## config.mk

```make
export PLATFORM = sky130hd
export DESIGN_NAME = bounded_message_fifo_core
export DESIGN_NICKNAME = d
export VERILOG_FILES = /design/src/hw/rtl/bmf_pkg.sv /design/src/hw/rtl/bmf_store.sv /design/src/hw/rtl/bmf_ctrl.sv /design/src/hw/rtl/bounded_message_fifo_core.sv
export SDC_FILE = /design/constraint.sdc
export NUM_CORES = 1
export LEC_CHECK = 0
export BUFFER_PORTS_ARGS = -buffer_cell sky130_fd_sc_hd__clkbuf_2
export CORE_UTILIZATION = 44
export DETAILED_ROUTE_END_ITERATION = 7
export MAX_ROUTING_LAYER = met4
export SYNTH_ARGS = -nofsm -noshare
export SYNTH_HDL_FRONTEND = slang
export SYNTH_SLANG_ARGS = --single-unit
```

## constraint.sdc

```tcl
create_clock -name clock -period 18.6 [get_ports clock]
set_input_delay 3.72 -clock clock [delete_from_list [all_inputs] [get_ports clock]]
set_output_delay 3.72 -clock clock [all_outputs]
set_load 0.02 [all_outputs]
```

## src/hw/rtl/bmf_pkg.sv

```systemverilog
// Shared types, constants and helpers for the bounded message FIFO.
// Used by bmf_store, bmf_ctrl and bounded_message_fifo_core; no dependencies.
`timescale 1ns / 1ps

package bmf_pkg;

   // Sizing of the message store
   localparam int DEPTH     = 16;
   localparam int MSG_BYTES = 8;
   localparam int PTR_W     = $clog2(DEPTH);
   localparam int CNT_W     = $clog2(DEPTH + 1);

   // Field widths fixed by the interface
   localparam int CMD_W    = 3;
   localparam int BYTES_W  = 4;
   localparam int VALUE_W  = 64;
   localparam int STATUS_W = 3;
   localparam int QLEN_W   = 5;
   localparam int LIMIT_W  = 5;

   // Packed stream widths, rounded up to whole bytes
   localparam int REQ_DATA_W = ((BYTES_W + VALUE_W + 7) / 8) * 8;
   localparam int RSP_DATA_W = ((BYTES_W + VALUE_W + QLEN_W + 3 + 7) / 8) * 8;

   // Limit after reset, saturated to the store depth
   localparam logic [LIMIT_W-1:0] LIMIT_RESET = LIMIT_W'((16 > DEPTH) ? DEPTH : 16);
   localparam logic [LIMIT_W-1:0] LIMIT_MAX   = LIMIT_W'(DEPTH);

   typedef enum logic [CMD_W-1:0] {
      CMD_SEND    = 3'd0,
      CMD_RECEIVE = 3'd1,
      CMD_PEEK    = 3'd2,
      CMD_DROP    = 3'd3,
      CMD_LOCK    = 3'd4,
      CMD_UNLOCK  = 3'd5,
      CMD_STATUS  = 3'd6
   } cmd_type;

   typedef enum logic [STATUS_W-1:0] {
      ST_OK         = 3'd0,
      ST_BAD_LEN    = 3'd1,
      ST_LOCKED     = 3'd2,
      ST_FULL       = 3'd3,
      ST_EMPTY      = 3'd4,
      ST_ALR_LOCKED = 3'd5,
      ST_NOT_LOCKED = 3'd6
   } status_type;

   typedef enum logic {
      FSM_IDLE = 1'b0,
      FSM_EXEC = 1'b1
   } fsm_type;

   // One stored message
   typedef struct packed {
      logic [BYTES_W-1:0] nbytes;
      logic [VALUE_W-1:0] value;
   } entry_type;

   // Access request from the controller to the store
   typedef struct packed {
      logic             wr_en;
      logic [PTR_W-1:0] wr_addr;
      entry_type        wr_entry;
      logic             rd_en;
      logic [PTR_W-1:0] rd_addr;
   } mem_req_type;

   // One result transaction
   typedef struct packed {
      status_type          status;
      logic [BYTES_W-1:0]  out_bytes;
      logic [VALUE_W-1:0]  out_value;
      logic [QLEN_W-1:0]   queue_length;
      logic                is_empty;
      logic                is_full;
      logic                is_locked;
   } rsp_type;

   // Advance a ring pointer, wrapping at the depth
   function automatic logic [PTR_W-1:0] ptr_next(input logic [PTR_W-1:0] ptr);
      logic [PTR_W-1:0] nxt;
      if (ptr == PTR_W'(DEPTH - 1)) begin
         nxt = '0;
      end else begin
         nxt = ptr + PTR_W'(1);
      end
      return nxt;
   endfunction

endpackage

```

## src/hw/rtl/bmf_store.sv

```systemverilog
// Message store: one write port, one read port with registered read data.
// Depends on bmf_pkg for the entry type and depth.
`timescale 1ns / 1ps

module bmf_store (
   input  logic                clock,
   input  bmf_pkg::mem_req_type mem_req,
   output bmf_pkg::entry_type   rd_entry
);

   bmf_pkg::entry_type mem_ff [bmf_pkg::DEPTH];
   bmf_pkg::entry_type rd_entry_ff;

   // Write the tail entry on a push
   always_ff @(posedge clock) begin
      if (mem_req.wr_en) begin
         mem_ff[mem_req.wr_addr] <= mem_req.wr_entry;
      end
   end

   // Read the head entry into the registered read data
   always_ff @(posedge clock) begin
      if (mem_req.rd_en) begin
         rd_entry_ff <= mem_ff[mem_req.rd_addr];
      end
   end

   assign rd_entry = rd_entry_ff;

endmodule

```

## src/hw/rtl/bmf_ctrl.sv

```systemverilog
// Command sequencer: pointers, count, lock, limit and the result register.
// Depends on bmf_pkg; drives the access requests of bmf_store.
`timescale 1ns / 1ps

module bmf_ctrl (
   input  logic                           clock,
   input  logic                           reset,
   input  logic                           req_valid,
   output logic                           req_ready,
   input  bmf_pkg::cmd_type               req_cmd,
   input  logic [bmf_pkg::BYTES_W-1:0]    req_bytes,
   input  logic [bmf_pkg::VALUE_W-1:0]    req_value,
   input  logic                           csr_we,
   input  logic [bmf_pkg::LIMIT_W-1:0]    csr_wdata,
   output bmf_pkg::mem_req_type           mem_req,
   input  bmf_pkg::entry_type             rd_entry,
   output logic                           rsp_valid,
   input  logic                           rsp_ready,
   output bmf_pkg::rsp_type               rsp
);

   bmf_pkg::fsm_type                state_ff, state_in;
   bmf_pkg::cmd_type                cmd_ff;
   logic [bmf_pkg::BYTES_W-1:0]     bytes_ff;
   logic [bmf_pkg::VALUE_W-1:0]     value_ff;
   logic [bmf_pkg::PTR_W-1:0]       head_ff, head_in;
   logic [bmf_pkg::PTR_W-1:0]       tail_ff, tail_in;
   logic [bmf_pkg::CNT_W-1:0]       count_ff, count_in;
   logic                            lock_ff, lock_in;
   logic [bmf_pkg::LIMIT_W-1:0]     limit_ff, limit_in;
   logic                            rsp_valid_ff, rsp_valid_in;
   bmf_pkg::rsp_type                rsp_ff, rsp_in;

   logic                            accept;
   logic                            exec_fire;
   logic                            do_push;
   logic                            do_pop;
   logic                            at_limit;
   bmf_pkg::status_type             status;

   assign accept = req_valid && req_ready;

   // Next state
   always_comb begin
      state_in = state_ff;
      case (state_ff)
         bmf_pkg::FSM_IDLE: begin
            if (req_valid) begin
               state_in = bmf_pkg::FSM_EXEC;
            end
         end
         bmf_pkg::FSM_EXEC: begin
            if (!rsp_valid_ff || rsp_ready) begin
               state_in = bmf_pkg::FSM_IDLE;
            end
         end
         default: state_in = bmf_pkg::FSM_IDLE;
      endcase
   end

   // State machine outputs
   always_comb begin
      req_ready = 1'b0;
      exec_fire = 1'b0;
      case (state_ff)
         bmf_pkg::FSM_IDLE: req_ready = 1'b1;
         bmf_pkg::FSM_EXEC: exec_fire = !rsp_valid_ff || rsp_ready;
         default: begin
            req_ready = 1'b0;
            exec_fire = 1'b0;
         end
      endcase
   end

   // Decide the command against the current queue state
   always_comb begin
      status   = bmf_pkg::ST_OK;
      do_push  = 1'b0;
      do_pop   = 1'b0;
      lock_in  = lock_ff;
      at_limit = (32'(count_ff) >= 32'(limit_ff)) || (32'(count_ff) >= bmf_pkg::DEPTH);
      rsp_in   = rsp_ff;
      rsp_in.out_bytes = '0;
      rsp_in.out_value = '0;
      case (cmd_ff)
         bmf_pkg::CMD_SEND: begin
            if (bytes_ff == '0 || 32'(bytes_ff) > bmf_pkg::MSG_BYTES) begin
               status = bmf_pkg::ST_BAD_LEN;
            end else if (lock_ff) begin
               status = bmf_pkg::ST_LOCKED;
            end else if (at_limit) begin
               status = bmf_pkg::ST_FULL;
            end else begin
               do_push = 1'b1;
            end
         end
         bmf_pkg::CMD_RECEIVE, bmf_pkg::CMD_PEEK, bmf_pkg::CMD_DROP: begin
            if (count_ff == '0) begin
               status = bmf_pkg::ST_EMPTY;
            end else begin
               if (cmd_ff != bmf_pkg::CMD_DROP) begin
                  rsp_in.out_bytes = rd_entry.nbytes;
                  rsp_in.out_value = rd_entry.value;
               end
               do_pop = (cmd_ff != bmf_pkg::CMD_PEEK);
            end
         end
         bmf_pkg::CMD_LOCK: begin
            if (lock_ff) begin
               status = bmf_pkg::ST_ALR_LOCKED;
            end else begin
               lock_in = 1'b1;
            end
         end
         bmf_pkg::CMD_UNLOCK: begin
            if (!lock_ff) begin
               status = bmf_pkg::ST_NOT_LOCKED;
            end else begin
               lock_in = 1'b0;
            end
         end
         default: status = bmf_pkg::ST_OK;
      endcase

      head_in  = do_pop  ? bmf_pkg::ptr_next(head_ff) : head_ff;
      tail_in  = do_push ? bmf_pkg::ptr_next(tail_ff) : tail_ff;
      count_in = count_ff;
      if (do_push) begin
         count_in = count_ff + bmf_pkg::CNT_W'(1);
      end else if (do_pop) begin
         count_in = count_ff - bmf_pkg::CNT_W'(1);
      end

      rsp_in.status       = status;
      rsp_in.queue_length = bmf_pkg::QLEN_W'(count_in);
      rsp_in.is_empty     = (count_in == '0);
      rsp_in.is_full      = (32'(count_in) >= 32'(limit_ff));
      rsp_in.is_locked    = lock_in;
   end

   // Read the head on acceptance, write the tail when a send lands
   always_comb begin
      mem_req.rd_en           = accept;
      mem_req.rd_addr         = head_ff;
      mem_req.wr_en           = exec_fire && do_push;
      mem_req.wr_addr         = tail_ff;
      mem_req.wr_entry.nbytes = bytes_ff;
      mem_req.wr_entry.value  = value_ff;
   end

   // Saturate the limit to the store depth
   assign limit_in = (csr_wdata > bmf_pkg::LIMIT_MAX) ? bmf_pkg::LIMIT_MAX : csr_wdata;

   // Result valid: set on completion, drop when taken
   always_comb begin
      rsp_valid_in = rsp_valid_ff;
      if (exec_fire) begin
         rsp_valid_in = 1'b1;
      end else if (rsp_ready) begin
         rsp_valid_in = 1'b0;
      end
   end

   // Control state
   always_ff @(posedge clock) begin
      if (reset) begin
         state_ff     <= bmf_pkg::FSM_IDLE;
         head_ff      <= '0;
         tail_ff      <= '0;
         count_ff     <= '0;
         lock_ff      <= 1'b0;
         limit_ff     <= bmf_pkg::LIMIT_RESET;
         rsp_valid_ff <= 1'b0;
      end else begin
         state_ff     <= state_in;
         rsp_valid_ff <= rsp_valid_in;
         if (csr_we) begin
            limit_ff <= limit_in;
         end
         if (exec_fire) begin
            head_ff  <= head_in;
            tail_ff  <= tail_in;
            count_ff <= count_in;
            lock_ff  <= lock_in;
         end
      end
   end

   // Hold the command and the result payload
   always_ff @(posedge clock) begin
      if (accept) begin
         cmd_ff   <= req_cmd;
         bytes_ff <= req_bytes;
         value_ff <= req_value;
      end
      if (exec_fire) begin
         rsp_ff <= rsp_in;
      end
   end

   assign rsp_valid = rsp_valid_ff;
   assign rsp       = rsp_ff;

   // Count stays within the store
   a_count_bound: assert property (@(posedge clock) disable iff (reset)
      32'(count_ff) <= bmf_pkg::DEPTH)
      else $error("message count exceeds store depth");

   // An empty queue has its pointers together
   a_empty_ptrs: assert property (@(posedge clock) disable iff (reset)
      (count_ff == '0) |-> (head_ff == tail_ff))
      else $error("pointers apart on an empty queue");

   // A landed send grows the queue by one
   a_push_count: assert property (@(posedge clock) disable iff (reset)
      (exec_fire && do_push) |=> (count_ff == $past(count_ff) + bmf_pkg::CNT_W'(1)))
      else $error("send did not grow the queue");

   // A refused command returns no message
   a_refused_zero: assert property (@(posedge clock) disable iff (reset)
      (rsp_valid_ff && rsp_ff.status != bmf_pkg::ST_OK)
         |-> (rsp_ff.out_bytes == '0 && rsp_ff.out_value == '0))
      else $error("refused command returned a message");

   // No new transaction is taken while one is in flight
   a_one_in_flight: assert property (@(posedge clock) disable iff (reset)
      accept |=> (state_ff == bmf_pkg::FSM_EXEC && !req_ready))
      else $error("second transaction taken in flight");

endmodule

```

## src/hw/rtl/bounded_message_fifo_core.sv

```systemverilog
// Bounded message FIFO, top level: stream ports, controller and message store.
// Depends on bmf_pkg, bmf_ctrl and bmf_store.
`timescale 1ns / 1ps

// Each request transaction carries one command (send, receive, peek, drop,
// lock, unlock, status) and yields exactly one response transaction with
// the status code, the head message for receive and peek, and the queue
// length, empty, full and lock flags after the command. A command is taken in
// the idle state, where the head entry is read from the single-port-read
// message store; in the execute state the command is decided against that
// data and a send is written back. The next request is taken only back in
// idle; no command is taken before the last one is done. The response sits in
// an output register; while it is not taken the execute state stretches.
// Reset empties the queue, unlocks it and sets the limit to 16; no clearing
// pass is needed. csr_wdata above the depth saturates to the depth.
module bounded_message_fifo_core (
   input  logic                              clock,
   input  logic                              reset,
   // request channel
   input  logic                              req_tvalid,
   output logic                              req_tready,
   input  logic [bmf_pkg::REQ_DATA_W-1:0]    req_tdata,  // message_bytes, message_value, pad
   input  logic [bmf_pkg::CMD_W-1:0]         req_tuser,  // cmd
   // response channel
   output logic                              rsp_tvalid,
   input  logic                              rsp_tready,
   // out_bytes, out_value, queue_length, is_empty, is_full, is_locked, pad
   output logic [bmf_pkg::RSP_DATA_W-1:0]    rsp_tdata,
   output logic [bmf_pkg::STATUS_W-1:0]      rsp_tuser,  // status
   // limit register
   input  logic                              csr_we,
   input  logic [bmf_pkg::LIMIT_W-1:0]       csr_wdata
);

   localparam int RSP_USED_W = bmf_pkg::BYTES_W + bmf_pkg::VALUE_W + bmf_pkg::QLEN_W + 3;

   bmf_pkg::mem_req_type mem_req;
   bmf_pkg::entry_type   rd_entry;
   bmf_pkg::rsp_type     rsp;
   bmf_pkg::cmd_type     req_cmd;

   // Unpack the request
   assign req_cmd = bmf_pkg::cmd_type'(req_tuser);

   bmf_ctrl u_ctrl (
      .clock     (clock),
      .reset     (reset),
      .req_valid (req_tvalid),
      .req_ready (req_tready),
      .req_cmd   (req_cmd),
      .req_bytes (req_tdata[bmf_pkg::BYTES_W-1:0]),
      .req_value (req_tdata[bmf_pkg::BYTES_W +: bmf_pkg::VALUE_W]),
      .csr_we    (csr_we),
      .csr_wdata (csr_wdata),
      .mem_req   (mem_req),
      .rd_entry  (rd_entry),
      .rsp_valid (rsp_tvalid),
      .rsp_ready (rsp_tready),
      .rsp       (rsp)
   );

   bmf_store u_store (
      .clock    (clock),
      .mem_req  (mem_req),
      .rd_entry (rd_entry)
   );

   // Pack the response, lowest field first
   assign rsp_tuser = rsp.status;
   assign rsp_tdata = bmf_pkg::RSP_DATA_W'({rsp.is_locked, rsp.is_full, rsp.is_empty,
                                            rsp.queue_length, rsp.out_value,
                                            rsp.out_bytes});

   // Widths of the packed response must line up
   a_rsp_pack: assert property (@(posedge clock) disable iff (reset)
      rsp_tvalid |-> (rsp_tdata[RSP_USED_W-1] == rsp.is_locked))
      else $error("response packing misaligned");

   a_rsp_len: assert property (@(posedge clock) disable iff (reset)
      rsp_tvalid |-> (rsp_tdata[bmf_pkg::BYTES_W + bmf_pkg::VALUE_W +: bmf_pkg::QLEN_W]
                      == rsp.queue_length))
      else $error("response length field misaligned");

   a_rsp_empty: assert property (@(posedge clock) disable iff (reset)
      rsp_tvalid |-> (rsp.is_empty == (rsp.queue_length == '0)))
      else $error("empty flag disagrees with length");

endmodule

```

# == After elaboration in Yosys (flattened, before gate mapping) ==
# Memory sizes are Yosys's and may differ from the RTL's. A register that Yosys moved wholly into a read port is not among the register bits.
# Index checks and enable logic that the tools add are counted.
# totals
latchBits,0
n_memories,1
in_bits,85
ramBits,1088
mem_bits_ro,0
ff_bits,171
# classes
n_div,0
n_reduce_logical,15
addsub,4
magnitude_cmp,5
muxes,28
n_eq_ne,9
mul,0
n_shift,0
bitwise,3
# memory_table
name,words,width,read_ports,rd_ports_with_merged_regs,write_ports,line,source
u_store.mem_ff,16,68,1,1,1,bmf_store.sv:11,bmf_pkg::entry_type mem_ff [bmf_pkg::DEPTH];
# op_table
cell,n
$mux 3,5
$mux 5,3
$mux 1,14
$pmux 3 s4,1
$ge 5x5->1,2
$logic_not 5->1,2
$add 4x1->4 const B,2
$eq 4x4->1 const B,2
$mux 4,2
$eq 3x2->1 const B,2
$eq 3x3->1 const B,2
$ne 3x2->1 const B,2
$reduce_or 3->1,2
$add 5x1->5 const B,1
$ge 5x5->1 const B,1
$gt 5x5->1 const B,1
$sub 5x1->5 const B,1
$gt 4x4->1 const B,1
$logic_not 4->1,1
$pmux 1 s2,2
$reduce_and 2->1,2
$eq 3x1->1 const B,1
$logic_not 3->1,1
$logic_or 1x1->1,3
other kinds (5),8

# == Depth between registers and ports, before layout ==
# Gate-level depths: netlist (run 1).
# depth
depth_word,9
mapped_depth,14
depth_no_buf,14

# == Modules after synthesis ==
# A second synthesis (run 1) with hierarchy kept.
# hier_totals
hier_cells,2176
hier_area_um2,49229.7
# by_module_without_submodules
module,area_per_inst_um2,instances,cells_per_inst,seq_area_each_um2
bmf_store,42660.9,1,1750,34713.3
bmf_ctrl,6535.0,1,421,4924.7
bounded_message_fifo_core,33.8,1,5,0.0

# == Least setup slack after synthesis (run 1) ==
# Ideal clock, no wire load.
# synth_timing
path_kind,input to register
startpoint,in rsp_tready
endpoint,mem u_store.mem_ff[3][0] (netlist name) (enable)
path_stages,5
arrival_time_ns,10.260
setup_time_ns,0.578
n_path_buf,0
setup_slack_ns,7.762
required_ns,18.022
path_cell_list,nand2b_1 > nand2_1 > clkinv_1 > nand3_1 > nor3_1
# synth_between
elab_chain_cells,5
# synth_lines
item,line,source
"start, declared",bounded_message_fifo_core.sv:26,"input logic rsp_tready,"
$logic_or 1x1->1,bmf_ctrl.sv:67,bmf_pkg::FSM_EXEC: exec_fire = !rsp_valid_ff || rsp_ready;
$mux 1,bmf_ctrl.sv:65,case (state_ff)
named net u_ctrl.exec_fire,bmf_ctrl.sv:35,logic exec_fire;
$logic_and 1x1->1,bmf_ctrl.sv:145,mem_req.wr_en = exec_fire && do_push;
$mux 1,bmf_store.sv:16,if (mem_req.wr_en) begin
$mux 1 (not written as such),bmf_store.sv:17,mem_ff[mem_req.wr_addr] <= mem_req.wr_entry;
"end, declared",bmf_store.sv:11,
# The timed path passes the listed nets, and every way through them passes these cells.

# == Final worst setup path (run 1) ==
# layout_timing
startpoint,in rsp_tready
endpoint,mem u_store.mem_ff[6][57] (netlist name) (enable)
# layout_between
elab_chain_cells,5
# layout_lines
item,line
$logic_or 1x1->1,bmf_ctrl.sv:67
$mux 1,bmf_ctrl.sv:65
$logic_and 1x1->1,bmf_ctrl.sv:145
$mux 1,bmf_store.sv:16
$mux 1 (not written as such),bmf_store.sv:17
# No other way between the ends.

==> flow_metrics.py, run 1 <==
metrics = {
    "critical_path": {
        "critPathRequiredTime_ns": 18.95,
        "cp_max_fo": 45,
        "crit_path_start_kind": "primary input",
        "path_class": "primary input to flop",
        "crit_arrival_ns": 7.48,
        "crit_path_end_kind": "flop",
    },
    "logic_synthesis": {
        "synth_top_area_share_pct": 79.4,
        "synth_warnings": 0,
        "syn_inst": 2017,
        "synth_edf_count": 1306,
        "synth_cell_types": 53,
        "syn-mean-instance-area_um2": 24.5,
        "ys.flop_type": "edfxtp_1",
        "syn_area_mm2": 0.0494,
        "async_flop_share_pct": 0,
        "seq_area_frac_synth_pct": 80.3,
        "synth_largest_area_cell": "edfxtp_1",
        "synthTopCellsByArea": "edfxtp_1 (79%), mux4_2 (16%), and2_1 (0.94%)",
        "synth_seq_cells": 1327,
    },
    "clock_network": {
        "clk_pin_slew_ns": 0.06,
        "clk_latency_ns": 0.75,
        "cts_resized": 0,
        "cts_setup_buffers": 0,
        "cts.sinks": 1327,
        "cts_buffers": 140,
        "clockBufferDepth": 3,
        "cts_root_buf": "clkbuf_16",
        "cts_tree": "built",
        "htreeDepth": 4,
        "cts_hold_buf": 0,
    },
    "run": {
        "drv_cap": 0,
    },
    "drt": {
        "first_pass_iters": 5,
        "drt-initial-drc-count": 2009,
        "vias": 21657,
        "drt-total-wl_um": 105000,
        "ant_nets": 0,
        "vias_per_cell": 5.60,
        "post-route-drc-count": 0,
        "routedWlPerCell_um": 27.2,
    },
    "timing": {
        "worstMarginPinSlew_ns": 1.12,
        "fin_tns_setup_ns": 0,
        "max_freq_mhz": 140,
        "slew_violations": 0,
        "rsz0062_at_grt": "no",
        "relSlewSlack_pct": 24.8,
        "post-route-min-period_ns": 7.14,
        "finalClockSkew_ns": 0.0293,
        "finalSetupViolCount": 0,
        "post-route-period-util_pct": 38.4,
        "hold_viol": 0,
        "whs_ns": 0.505,
    },
    "floorplanning": {
        "core_mm2": 0.111,
        "top_level_ports": 170,
        "dieWidth_um": 337,
        "die_y_um": 337,
        "row_count": 122,
        "start_util_pct": 44.5,
        "dieArea_mm2": 0.114,
    },
    "grt": {
        "grt_pass1_wl_um": 155000,
        "grt_max_degree": 108,
        "gr-total-overflow": 0,
        "grt_pass1_vias": 23096,
        "grt_usage_pct": 19.7,
        "antenna_found_initial": 4,
    },
    "finish": {
        "antennaDiodeCount": 0,
        "final_nets": 2369,
        "area_delta_synth_final_pct": 14.7,
        "final_cell_mix": "edfxtp_1 (1306), mux4_2 (340), clkbuf_2 (161)",
        "instances_no_fill": 3865,
        "drive_above_1_share_pct": 32.7,
        "layout.cells.most_common": "edfxtp_1",
        "post-route-util_pct": 51.0,
    },
    "placed_design": {
        "hpwl_um": 51100,
        "placed_cells": 3612,
        "port_buffers": 161,
        "gp_congestion": 0.732,
    },
    "power": {
        "ir_drop_mv": 0.0952,
        "powerDensity_mw_per_mm2": 110,
        "total_power_mw": 6.22,
        "static-leakage-power_nw": 17.5,
    },
    "hold_path": {
        "worstHoldPathType": "flop to flop",
    },
    "status": {
        "outcome": "finished, final reports clean",
    },
}
[path summary, 6_finish.rpt]
check                           slack, ns          startpoint  cells past startpoint                    end
worst max-delay path                11.46          rsp_tready                      7  u_store.mem_ff[6][57]
worst min-delay path                 0.50    u_ctrl.rsp_valid                      2       u_ctrl.rsp_valid
worst max register to register      13.56  u_ctrl.count_ff[2]                      8  u_store.mem_ff[6][57]
worst min register to register       0.50    u_ctrl.rsp_valid                      2       u_ctrl.rsp_valid
[Yosys cell counts (2+ instances only)]
library cell  instances
mux4_2              340
buf_2                30
xor2_1                2
a31oi_1               3
a21oi_1              17
nand2_1              20
buf_4                 4
and2_1               74
nor4_1                2
nor2b_1               3
a211oi_1              3
or3_1                 3
clkbuf_1             62
xnor2_1               5
nor2_1               23
o21ai_0               8
nand2b_1              8
ha_1                 18
o21a_1                2
o22ai_1               3
nor3_1                9
o211ai_1              3
inv_1                13
a41oi_2               2
edfxtp_1           1306
mux2i_1               2
dfxtp_1              21
nor4b_2               2
and3_1                2
nand3_1               4
[registers in the layout (all words and copies together) (netlist names), 3 cells and up]
register	flops
u_store.mem_ff	1088
u_ctrl.rsp	79
u_store.rd_entry	68
u_ctrl.value_ff	64
u_ctrl.count_ff	5
u_ctrl.limit_ff	5
u_ctrl.bytes_ff	4
u_ctrl.head_ff	4
u_ctrl.tail_ff	4
u_ctrl.cmd_ff	3
[cell families (layout without fill, tap and decap cells)]
family	Yosys count	after routing	synth area share, %
XOR/XNOR	7	7	0.124
adder cells (fa/ha/maj)	18	18	0.456
AO/OA/AOI/OAI	51	51	0.748
AND/OR/NAND/NOR	159	159	1.86
flip-flops	1327	1327	80.3
buffers and inverters	112	469	0.973
other	1	4	0.00760
multiplexers	342	342	15.5
[report_power, final]
group | switching [mW] | leakage, nW | internal [mW]
logic | 0.0738 | 3.26 | 0.0404
registers | 0.0453 | 12.0 | 3.33
clock network | 1.14 | 2.22 | 1.60
total | 1.26 | 17.5 | 4.97
[worst max-delay path, stage by stage]
cell      delay (ns)
clkbuf_2        0.07
nand2b_1        0.10
nand2_1         0.27
nor3_1          0.94
nand2_1         0.44
nor2_4          0.97
buf_4           0.90
[through the flow]
step / setup slack, ns / cell area (um^2)
floorplan: 7.76 / 49400
global placement: 10.77 / 52100
detailed placement: 10.76 / 52100
CTS: 11.54 / 56600
global route: 11.37 / 56600
finish: 11.46 / 56600
[cell type report]
cell class / instances / area [um^2]
clock buffer: 176 / 3780
inverter: 14 / 55.1
clock inverter: 77 / 754
fill: 8599 / 54300
multi-input combinational: 581 / 9390
sequential: 1327 / 39700
tap: 1488 / 1860
timing repair buffer: 202 / 1140
[metal layers]
layer / vias up / GRT usage, % / wire length, um
li1: 9071 / - / -
met5: - / - / 0
met1: 11769 / 26.0 / 44300
met4: 0 / 5.09 / 1810
met3: 136 / 3.11 / 5610
met2: 681 / 32.1 / 53600
Note: power is estimated with default switching activity, not from simulation.
==> run 2, diff against run 1 <==
- clock period: 18.6 -> 7.5 ns (I/O delays scaled with it)
==> run 2 against run 1 <==
Compared with the run above: first-iteration DRC count shrank 8.5%; sequential power grew 150%; cell area shrank 0.10%; setup slack lost 8.5 ns; sequential cell count is the same; clock skew shrank 0.0038 ns; critical endpoint is now u_store.mem_ff[10][41]; largest power group unchanged; highest routed layer unchanged.
==> flow_metrics.py, run 2 (same netlist as run 1, synthesis figures left out) <==
metrics = {
    "power": {
        "powerDensity_mw_per_mm2": 269,
        "power_frac_seq_pct": 55.0,
        "total_power_mw": 15.2,
        "power_frac_comb_pct": 1.9,
        "ir_drop_mv": 0.211,
        "pwr-share-clk_pct": 43.1,
        "static-leakage-power_nw": 17.4,
        "power.switching_mw": 3.11,
        "p_sw_share_pct": 20.4,
        "power.internal_mw": 12.1,
    },
    "placed_design": {
        "hpwl_um": 52400,
        "port_buffers": 161,
        "gp_congestion": 0.712,
    },
    "grt": {
        "grt_pass1_vias": 22544,
        "grt_usage_pct": 19.2,
        "gr-total-overflow": 0,
        "antenna_found_initial": 1,
        "grt_pass1_wl_um": 151000,
        "grt_max_degree": 166,
    },
    "finish": {
        "drive_above_1_share_pct": 32.7,
        "fill_cells": 8649,
        "largest_register": "u_store.mem_ff",
        "final_nets": 2372,
        "antennaDiodeCount": 0,
        "area_delta_synth_final_pct": 14.6,
        "layout.cells.most_common": "edfxtp_1",
        "largest_reg_flops": 1088,
        "final_cell_mix": "edfxtp_1 (1306), mux4_2 (340), clkbuf_2 (161)",
    },
    "run": {
        "drv_cap": 0,
    },
    "floorplanning": {
        "top_level_ports": 170,
        "row_count": 122,
        "start_util_pct": 44.5,
        "dieArea_mm2": 0.114,
        "die_y_um": 337,
        "dieWidth_um": 337,
        "core_mm2": 0.111,
    },
    "timing": {
        "slew_violations": 0,
        "post-route-min-period_ns": 4.55,
        "finalSetupViolCount": 0,
        "hold_viol": 0,
        "worstMarginPinSlew_ns": 1.23,
        "fin_tns_setup_ns": 0,
        "finalClockSkew_ns": 0.0256,
        "relSlewSlack_pct": 17.8,
        "rsz0062_at_grt": "no",
        "post-route-period-util_pct": 60.7,
        "max_freq_mhz": 220,
    },
    "drt": {
        "drt-initial-drc-count": 1838,
        "post-route-drc-count": 0,
        "routedWlPerCell_um": 26.8,
        "ant_nets": 0,
        "drt-total-wl_um": 104000,
        "vias_per_cell": 5.51,
        "vias": 21330,
        "first_pass_iters": 5,
    },
    "clock_network": {
        "cts_hold_buf": 0,
        "clk_latency_ns": 0.75,
        "cts_tree": "built",
        "cts_resized": 0,
        "cts_root_buf": "clkbuf_16",
        "clk_pin_slew_ns": 0.06,
        "cts_buffers": 140,
        "cts.sinks": 1327,
        "cts_setup_buffers": 0,
        "htreeDepth": 4,
        "clockBufferDepth": 3,
    },
    "critical_path": {
        "slowest_stage": "nor2_4",
        "crit_arrival_ns": 4.92,
        "critPathRequiredTime_ns": 7.87,
        "r2r_cells": 7,
        "path_class": "flop to flop",
        "cp_max_fo": 31,
        "crit_chain": "ha_1 -> a211oi_1 -> a21bo_2 -> nor3_1 -> nand2_1 -> nor2_4 -> buf_4",
        "crit_path_start_kind": "flop",
        "crit_path_end_kind": "flop",
        "cp_slowest_stage_delay_ns": 0.82,
    },
    "hold_path": {
        "min_path_cells": 2,
        "worstHoldPathType": "flop to flop",
    },
    "status": {
        "outcome": "finished, final reports clean",
    },
}
## run 2: changes by cell type in the layout (fill, tap and decap cells not counted), moves of 2 or more
cell        change
buf_12          +5
clkinv_2        -4
clkbuf_16       -5
clkinvlp_4      +6
inv_6           +8
buf_4           -2
clkinv_1        +2
bufinv_16       -3
nor3_2          -4
nor3_4          +4
## run 2: path summary, 6_finish.rpt
check | from | endpoint | slack [ns]
max | u_ctrl.count_ff[4] | u_store.mem_ff[10][41] | 2.95
min | u_ctrl.rsp_valid | u_ctrl.rsp_valid | 0.50
max reg2reg | u_ctrl.count_ff[4] | u_store.mem_ff[10][41] | 2.95
min reg2reg | u_ctrl.rsp_valid | u_ctrl.rsp_valid | 0.50
## run 2: layout make-up
class / count / area (um^2) / share of cell area (%)
Timing Repair Buffer: 205 / 1220 / 2.16
Multi-Input combinational cell: 581 / 9410 / 16.6
Sequential cell: 1327 / 39700 / 70.1
Clock buffer: 171 / 3640 / 6.44
Clock inverter: 83 / 719 / 1.27
Tap cell: 1488 / 1860 / 3.29
Inverter: 14 / 57.6 / 0.102
## run 2: critical path: cells and delay by family, from the launching register on
kind,cells,cell delay (ns)
AND/OR/NAND/NOR,3,2.03
AO/OA/AOI/OAI,2,0.74
buffers and inverters,1,0.63
flip-flops,1,0.45
adder cells (fa/ha/maj),1,0.29
## run 2: layer usage
metal / GRT usage [%] / vias up / part of all wire, %
met5: - / - / 0
met4: 5.12 / 0 / 1.9
met3: 3.07 / 147 / 4.6
met2: 31.5 / 578 / 51
met1: 25.1 / 11522 / 42
li1: - / 9083 / -
## run 2: power groups by stage
stage	clock (mW)	sequential (mW)	combinational (mW)
4_1_cts	6.72	8.37	0.292
3_5_place_dp	0	8.53	0.292
6_report	6.57	8.37	0.282
2_1_floorplan	0	8.52	0.137
3_3_place_gp	0	8.51	0.289
5_1_grt	6.97	8.38	0.308
## run 2: metrics by stage
| stage | cells | hold slack, ns | instance area (um^2) | util [%] | setup WS (ns) |
|---|---|---|---|---|---|
| after floorplan | 2020 | 0.468 | 49400 | - | 0.691 |
| after global placement | 3615 | 0.497 | 52200 | 47.0 | 2.26 |
| after detailed placement | 3615 | 0.496 | 52200 | 47.0 | 2.21 |
| after CTS | 3869 | 0.506 | 56600 | 51.0 | 2.84 |
| after global routing | 3869 | 0.534 | 56600 | 51.0 | 2.60 |
| final | 3869 | 0.504 | 56600 | 51.0 | 2.95 |
